$ cat config.mk
export PLATFORM = sky130hd
export DESIGN_NAME = vssa_scan_unit
export DESIGN_NICKNAME = d
export VERILOG_FILES = /design/src/rtl/core/vssa_pkg.sv /design/src/rtl/core/vssa_scan_unit.sv
export SDC_FILE = /design/constraint.sdc
export NUM_CORES = 1
export LEC_CHECK = 0
export ABC_AREA = 1
export BUFFER_PORTS_ARGS = -buffer_cell sky130_fd_sc_hd__buf_4
export CAP_MARGIN = 15
export CORE_ASPECT_RATIO = 2
export CORE_MARGIN = 4
export CORE_UTILIZATION = 56
export DETAILED_ROUTE_END_ITERATION = 8
export PLACE_DENSITY_LB_ADDON = 0.12
export SLEW_MARGIN = 20
export SYNTH_ARGS = -nofsm -noshare
export SYNTH_HDL_FRONTEND = slang
export SYNTH_SLANG_ARGS = --single-unit
$ cat constraint.sdc
create_clock -name clk -period 7.5 [get_ports clk]
set_input_delay 2.25 -clock clk [delete_from_list [all_inputs] [get_ports clk]]
set_output_delay 2.25 -clock clk [all_outputs]
set_load 0.02 [all_outputs]
$ cat src/rtl/core/vssa_pkg.sv
`default_nettype none
package vssa_pkg;

	localparam int NUM_SLOTS = 128;
	localparam int SLOT_W    = (NUM_SLOTS > 1) ? $clog2(NUM_SLOTS) : 1;
	localparam int PADDR_W   = 1;

	// register byte addresses
	localparam logic [PADDR_W-1:0] REG_VIEW_ENTITY = '0;

	// command codes
	localparam logic CMD_ALLOC   = 1'b0;
	localparam logic CMD_RELEASE = 1'b1;

	// sub-channel codes
	localparam logic [3:0] SUB_NONE = 4'h0;
	localparam logic [3:0] SUB_ANY  = 4'hf;

	// remaining-time compare is done unsigned on sign-flipped values
	localparam logic [31:0] SIGN_BIAS  = 32'h8000_0000;
	localparam logic [31:0] LIFE_START = 32'h7fff_ffff;
	localparam logic [31:0] BEST_INIT  = LIFE_START ^ SIGN_BIAS;

	typedef struct packed {
		logic              cmd;
		logic [15:0]       entity;
		logic signed [3:0] ent_channel;
		logic signed [31:0] end_time;
		logic signed [31:0] now_time;
		logic [6:0]        release_slot;
	} req_t;

	typedef struct packed {
		logic       granted;
		logic [6:0] slot;
	} rsp_t;

	typedef struct packed {
		logic [15:0] owner;
		logic [3:0]  subch;
		logic [31:0] end_t;
	} entry_t;

	typedef struct packed {
		logic              we;
		logic [SLOT_W-1:0] addr;
		entry_t            entry;
	} slot_wr_t;

	typedef struct packed {
		logic              done;
		logic              found;
		logic [SLOT_W-1:0] pick;
	} scan_status_t;

	typedef enum logic [1:0] {
		ST_IDLE,
		ST_SCAN,
		ST_DONE
	} state_t;

endpackage
`default_nettype wire

$ cat src/rtl/core/vssa_scan_unit.sv
`default_nettype none
module vssa_scan_unit import vssa_pkg::*; (
	input  wire logic              clk,
	input  wire logic              arst_n,
	input  wire logic              start,
	input  wire logic [15:0]       entity,
	input  wire logic [3:0]        sub,
	input  wire logic [31:0]       now_time,
	input  wire logic [15:0]       view_entity,
	input  wire entry_t            rd_entry,
	input  wire logic              rd_active,
	output logic                   rd_en,
	output logic [SLOT_W-1:0]      rd_addr,
	output scan_status_t           status
);

	localparam logic [SLOT_W-1:0] LAST_SLOT = SLOT_W'(NUM_SLOTS - 1);

	logic [SLOT_W-1:0] addr_q;
	logic              issue_q;
	logic              cmp_s1;
	logic [SLOT_W-1:0] idx_s1;
	logic [31:0]       best_q;
	logic [SLOT_W-1:0] pick_q;
	logic              found_q;

	logic              hit;
	logic              prot;
	logic [31:0]       left;
	logic              better;
	logic              take;

	// compare the slot that arrived from the store
	always_comb begin
		hit    = (sub != SUB_NONE) && (rd_entry.owner == entity) &&
			((rd_entry.subch == sub) || (sub == SUB_ANY));
		prot   = (rd_entry.owner == view_entity) && (entity != view_entity) && rd_active;
		left   = (rd_entry.end_t - now_time) ^ SIGN_BIAS;
		better = !hit && !prot && (left < best_q);
		take   = cmp_s1 && (hit || better);
	end

	assign rd_en        = issue_q;
	assign rd_addr      = addr_q;
	assign status.done  = cmp_s1 && (hit || (idx_s1 == LAST_SLOT));
	assign status.found = found_q || take;
	assign status.pick  = take ? idx_s1 : pick_q;

	// sequence reads over all slots; stop early on a same-entity hit
	always_ff @(posedge clk or negedge arst_n) begin
		if (!arst_n) begin
			issue_q <= 1'b0;
			cmp_s1  <= 1'b0;
			found_q <= 1'b0;
			addr_q  <= '0;
		end else if (start) begin
			issue_q <= 1'b1;
			cmp_s1  <= 1'b0;
			found_q <= 1'b0;
			addr_q  <= '0;
		end else begin
			cmp_s1 <= issue_q && !(cmp_s1 && hit);
			if (issue_q) begin
				addr_q <= addr_q + 1'b1;
				if (addr_q == LAST_SLOT) begin
					issue_q <= 1'b0;
				end
			end
			if (cmp_s1 && hit) begin
				issue_q <= 1'b0;
			end
			if (take) begin
				found_q <= 1'b1;
			end
		end
	end

	// hold the best candidate so far
	always_ff @(posedge clk) begin
		idx_s1 <= addr_q;
		if (start) begin
			best_q <= BEST_INIT;
			pick_q <= '0;
		end else if (cmp_s1 && better) begin
			best_q <= left;
			pick_q <= idx_s1;
		end
	end

endmodule
`default_nettype wire

# Word-level counts from Yosys, hierarchy flattened
# Index checks and enable logic that the tools add are counted.
[classes] addsub=2 order_cmp=1 n_eq_ne=7 muxes=10 bitwise=1 n_reduce_logical=21
[ops] operator="$eq A16 B16 Y1" count=2
[ops] operator="$lt A32 B32 Y1" count=1
[ops] operator="$sub A32 B32 Y32" count=1
[ops] operator="$mux W7" count=3
[ops] operator="$ne A16 B16 Y1" count=1
[ops] operator="$eq A7 B7 Y1 const B" count=2
[ops] operator="$logic_and A1 B1 Y1" count=11
[ops] operator="$add A7 B1 Y7 const B" count=1
[ops] operator="$mux W1" count=7
[ops] operator="$eq A4 B4 Y1" count=1
[ops] operator="$eq A4 B4 Y1 const B" count=1
[ops] operator="$logic_or A1 B1 Y1" count=4
[ops] operator="$reduce_bool A2 Y1" count=2
[ops] operator="$reduce_bool A4 Y1" count=1
[ops] operator="$logic_not A1 Y1" count=3
[ops] operator="$not A1 Y1" count=1
[word_totals] ff_bits=56 input_bits=124 out_inout_bits=17 elab_cells=49

# Logic depth before layout (Yosys ltp)
[logic_depth] word_depth=10 depth_mapped=27 ltp_nobuf=26

# Least setup slack after synthesis
# Ideal clock, no wire load.
[synth_path] path_type="in2out" start="in rd_entry[0] (netlist name)" end="out status[5] (netlist name)" arrival_time_ns=4.791 required_time_ns=5.250 path_slack_ns=0.459 stages=25 n_path_buf=1 path_cell_list="inv_1 > ha_1 > inv_1 > fa_1 > nand2_1 > nand2_1 > and2_1 > nand2_1 > nand2_1 > nand2_1 > nand2_1 > nand2_1 > nand2_1 > nand2_1 > nand2_1 > ha_1 > nand3_1 > a31oi_1 > nor2_1 > nand2_1 > nor2_2 > nand2_2 > buf_2 > nand3_1 > nand2_1"
[synth_lines] item="start, declared" line="vssa_scan_unit.sv:10" source="input wire entry_t rd_entry,"
[synth_lines] item="end, declared" line="vssa_scan_unit.sv:14" source="output scan_status_t status"

==> metrics.md <==
| Metric | Value |
|---|---|
| Skew final | 0.008618 ns |
| #FFs+latches synth | 56 |
| Hold Vio Cnt, Final | 0 |
| Area Overhead vs Synth | 34.47% |
| Total number of vias | 6942 |
| Antenna diodes | 0 |
| Post-synth EDFFs | 0 |
| Status | complete, no violations |
| IO Port Bufs | 140 |
| Mapped Nets | 1198 |
| Initial core utilization | 57.22% |
| Crit-path max FO | 7 |
| Routed wire per std cell | 13.89 um |
| Core ar. | 10480 um^2 |
| Worst-Skew Late Latency | 0.30 ns |
| Die Height | 154.3 um |
| Unique masters post-synth | 37 |
| Max Fclk | 0.1342 GHz |
| Async set or reset register ratio after synthesis | 17.86% |
| Combinational share of power | 50.5% |
| Clk network pwr share | 20.2% |
| Routability congestion estimate | 0.9152 |
| # setup viols final | 0 |
| Total gr overflow | 0 |
| Synthesized area | 5996 um^2 |
| Cell area power density | 151.0 nW/um^2 |
| CTS H-tree lvls | 2 |
| Tcrit/Tclk final | 99.36% |
| Post-Syn Instances | 1010 |
| Clk pin slew, worst setup/hold paths | 0.07 ns |
| Top cells by count, synth | 302 x nand2_1, 178 x inv_1, 111 x nand3_1 |
| Sum Neg Setup Slack | 0 ns |
| Top-Level Pins | 141 |
| First-pass GRT wire length | 27210 um |
| Initial DRC count | 292 |
| 1st-pass router iterations | 4 |
| Vias in the first global route | 6528 |
| Mux share of post-synthesis cell area | 0% |
| # fillers | 897 |
| Synth Area in Adders | 13.48% |
| Die area | 12530 um^2 |
| Worst slew pin tran | 0.7630 ns |
| WL final | 18080 um |
| Post-layout util | 76.95% |
| DRC viols | 0 |
| RSZ-0062 raised after global routing | true |
| CTS sink count | 56 |
| Synth warn | 0 |
| Post-synthesis xor/xnor area fraction | 5.551% |
| Slew HR | 48.99% |
| Ys flop type | dfxtp_1 |
| Gr usage total | 26.89% |
| Die W | 81.17 um |
| VDD IR max | 0.09421 mV |
| Synth Area in Compound Gates | 9.349% |
| Switching Share | 40.13% |
| Initial antenna violation count | 0 |
| Hold Path Stages | 2 |
| Setup CP Type | input port to output pin |
| Sequential share of power | 29.3% |
| CTS tree | built |
| Via density | 5.332 |
| Most numerous cell in the Yosys netlist | nand2_1 |
| CTS Buf Count | 5 |
| Worst setup EP type | output pin |
| ANT nets after route | 0 |
| Max-cap violations | 0 |
| Hold Crit Class | flop to flop |
| Final critical-path required period | 7.452 ns |
| Worst R2R Path Depth | 15 |
| Post-synthesis simple-gate area fraction | 38.67% |
| Required time worst endpoint | 5.25 ns |
| CP startpoint kind | input port |
| Post-synth top area cell | nand2_1 |
| P_int | 728.7 uW |
| Synth top area share | 18.91% |
| Final Instance Count excl. Fillers | 1302 |
| Final max-slew violation count | 0 |
| Nets | 1352 |
| Register area share after synthesis | 19.53% |
| Placed insts | 1286 |
| Worst-case clock buffer depth | 2 |
| Row cnt | 53 |
| LEAKAGE | 0.004482 uW |
| Layout cell share with drive strength beyond 1 | 25.06% |
| Critical Path AT | 5.20 ns |
| DP HPWL | 13790 um |
| Net Switching | 488.4 uW |
| Avg Cell Area, Syn | 5.936 um^2 |
| Largest net degree at the start of global routing | 47 |
| Largest cells by area after synthesis | nand2_1 19%, dfxtp_1 15%, ha_1 13% |
| CTS Root Cell | clkbuf_16 |
| Largest family of logic cells by synthesized area | simple AND/OR/NAND/NOR gates |
state kept, by name (all words and copies together) (netlist names):
name,flops
cmp_s1,1
found_q,1
rd_addr,7
idx_s1,7
rd_en,1
best_q,32
pick_q,7
what timing repair did:
action	4_1_cts	5_1_grt
buffers inserted	0	8
resized for setup	3	141
hold buffers	0	0
pin swaps	1	42
endpoints found under the setup margin	7	8
per-layer routing:
metal / vias up / GRT usage [%] / share of wire (%)
met5: - / 0 / 0
li1: 3502 / - / -
met3: 74 / 2.622 / 3.6
met1: 3159 / 25.82 / 35
met4: 0 / 15.31 / 6.0
met2: 207 / 52.45 / 55
layout by cell type, fill, tap and decap left out, types with 29 or more instances in the layout:
cell	synthesis	layout
buf_4	6	157
ha_1	63	40
a21oi_1	60	45
o21ai_0	34	29
nor2_1	85	75
nand3_1	111	100
nand2_2	1	32
inv_1	178	173
nand2_1	302	265
dfxtp_1	46	46
metrics by stage:
stage / setup WS [ns] / hold slack [ns] / instance area, um^2 / total power (uW)
finish: 0.04783 / 0.4605 / 8063 / 1217
global route: -0.1126 / 0.4863 / 8063 / 1314
CTS: 0.002054 / 0.4640 / 7408 / 1141
detailed placement: -0.1170 / 0.4385 / 7246 / 891.9
global placement: -0.03991 / 0.4378 / 7246 / 879.9
floorplan: 0.4594 / 0.4287 / 5996 / 723.9
power by group through the flow:
stage,combinational (uW),sequential (uW),clock [uW]
6_report,614,357,246
5_1_grt,691,361,262
4_1_cts,533,356,252
3_5_place_dp,529,363,0
3_3_place_gp,518,362,0
2_1_floorplan,365,359,0
worst max-delay path, cell delays in order:
cell      delay [ns]
buf_6           0.09
inv_4           0.05
ha_4            0.14
inv_4           0.04
fa_2            0.36
nand2_1         0.08
nand2_1         0.08
nand3b_1        0.13
nand2_2         0.10
nand2_2         0.12
nand2_4         0.09
xor2_2          0.17
ha_1            0.28
nand2_1         0.06
inv_2           0.07
o21ai_2         0.05
a21oi_2         0.13
nor2_1          0.06
nand2_1         0.09
nand2_1         0.06
nand2_1         0.07
nand2_2         0.08
nand2_4         0.12
buf_12          0.14
nand3_2         0.08
nand2_2         0.10
buf_6           0.11
layout make-up:
class,count,area [um^2],area share [%]
Clock buffer,5,125.1,1.552
Clock inverter,3,27.53,0.3414
Inverter,179,676.9,8.395
Multi-Input combinational cell,755,4591,56.94
Sequential cell,56,1171,14.53
Tap cell,137,171.4,2.126
Timing Repair Buffer,167,1300,16.12
logic make-up after synthesis:
kind of cell,count (synthesis)
simple gates,545
xor+xnor,38
flops,56
fa+ha+maj,64
compound gates,108
buf+inv,199
final timing paths:
kind	end	start	slack [ns]
min in group asynchronous	rd_addr[0]	arst_n	1.77
hold reg to reg	best_q[6]	best_q[6]	0.46
max in group asynchronous	found_q	arst_n	5.59
setup / recovery	status[2]	rd_entry[0]	0.05
setup reg to reg	best_q[22]	best_q[3]	5.18
hold / removal	best_q[6]	best_q[6]	0.46
Note: power is estimated with default switching activity, not from simulation.
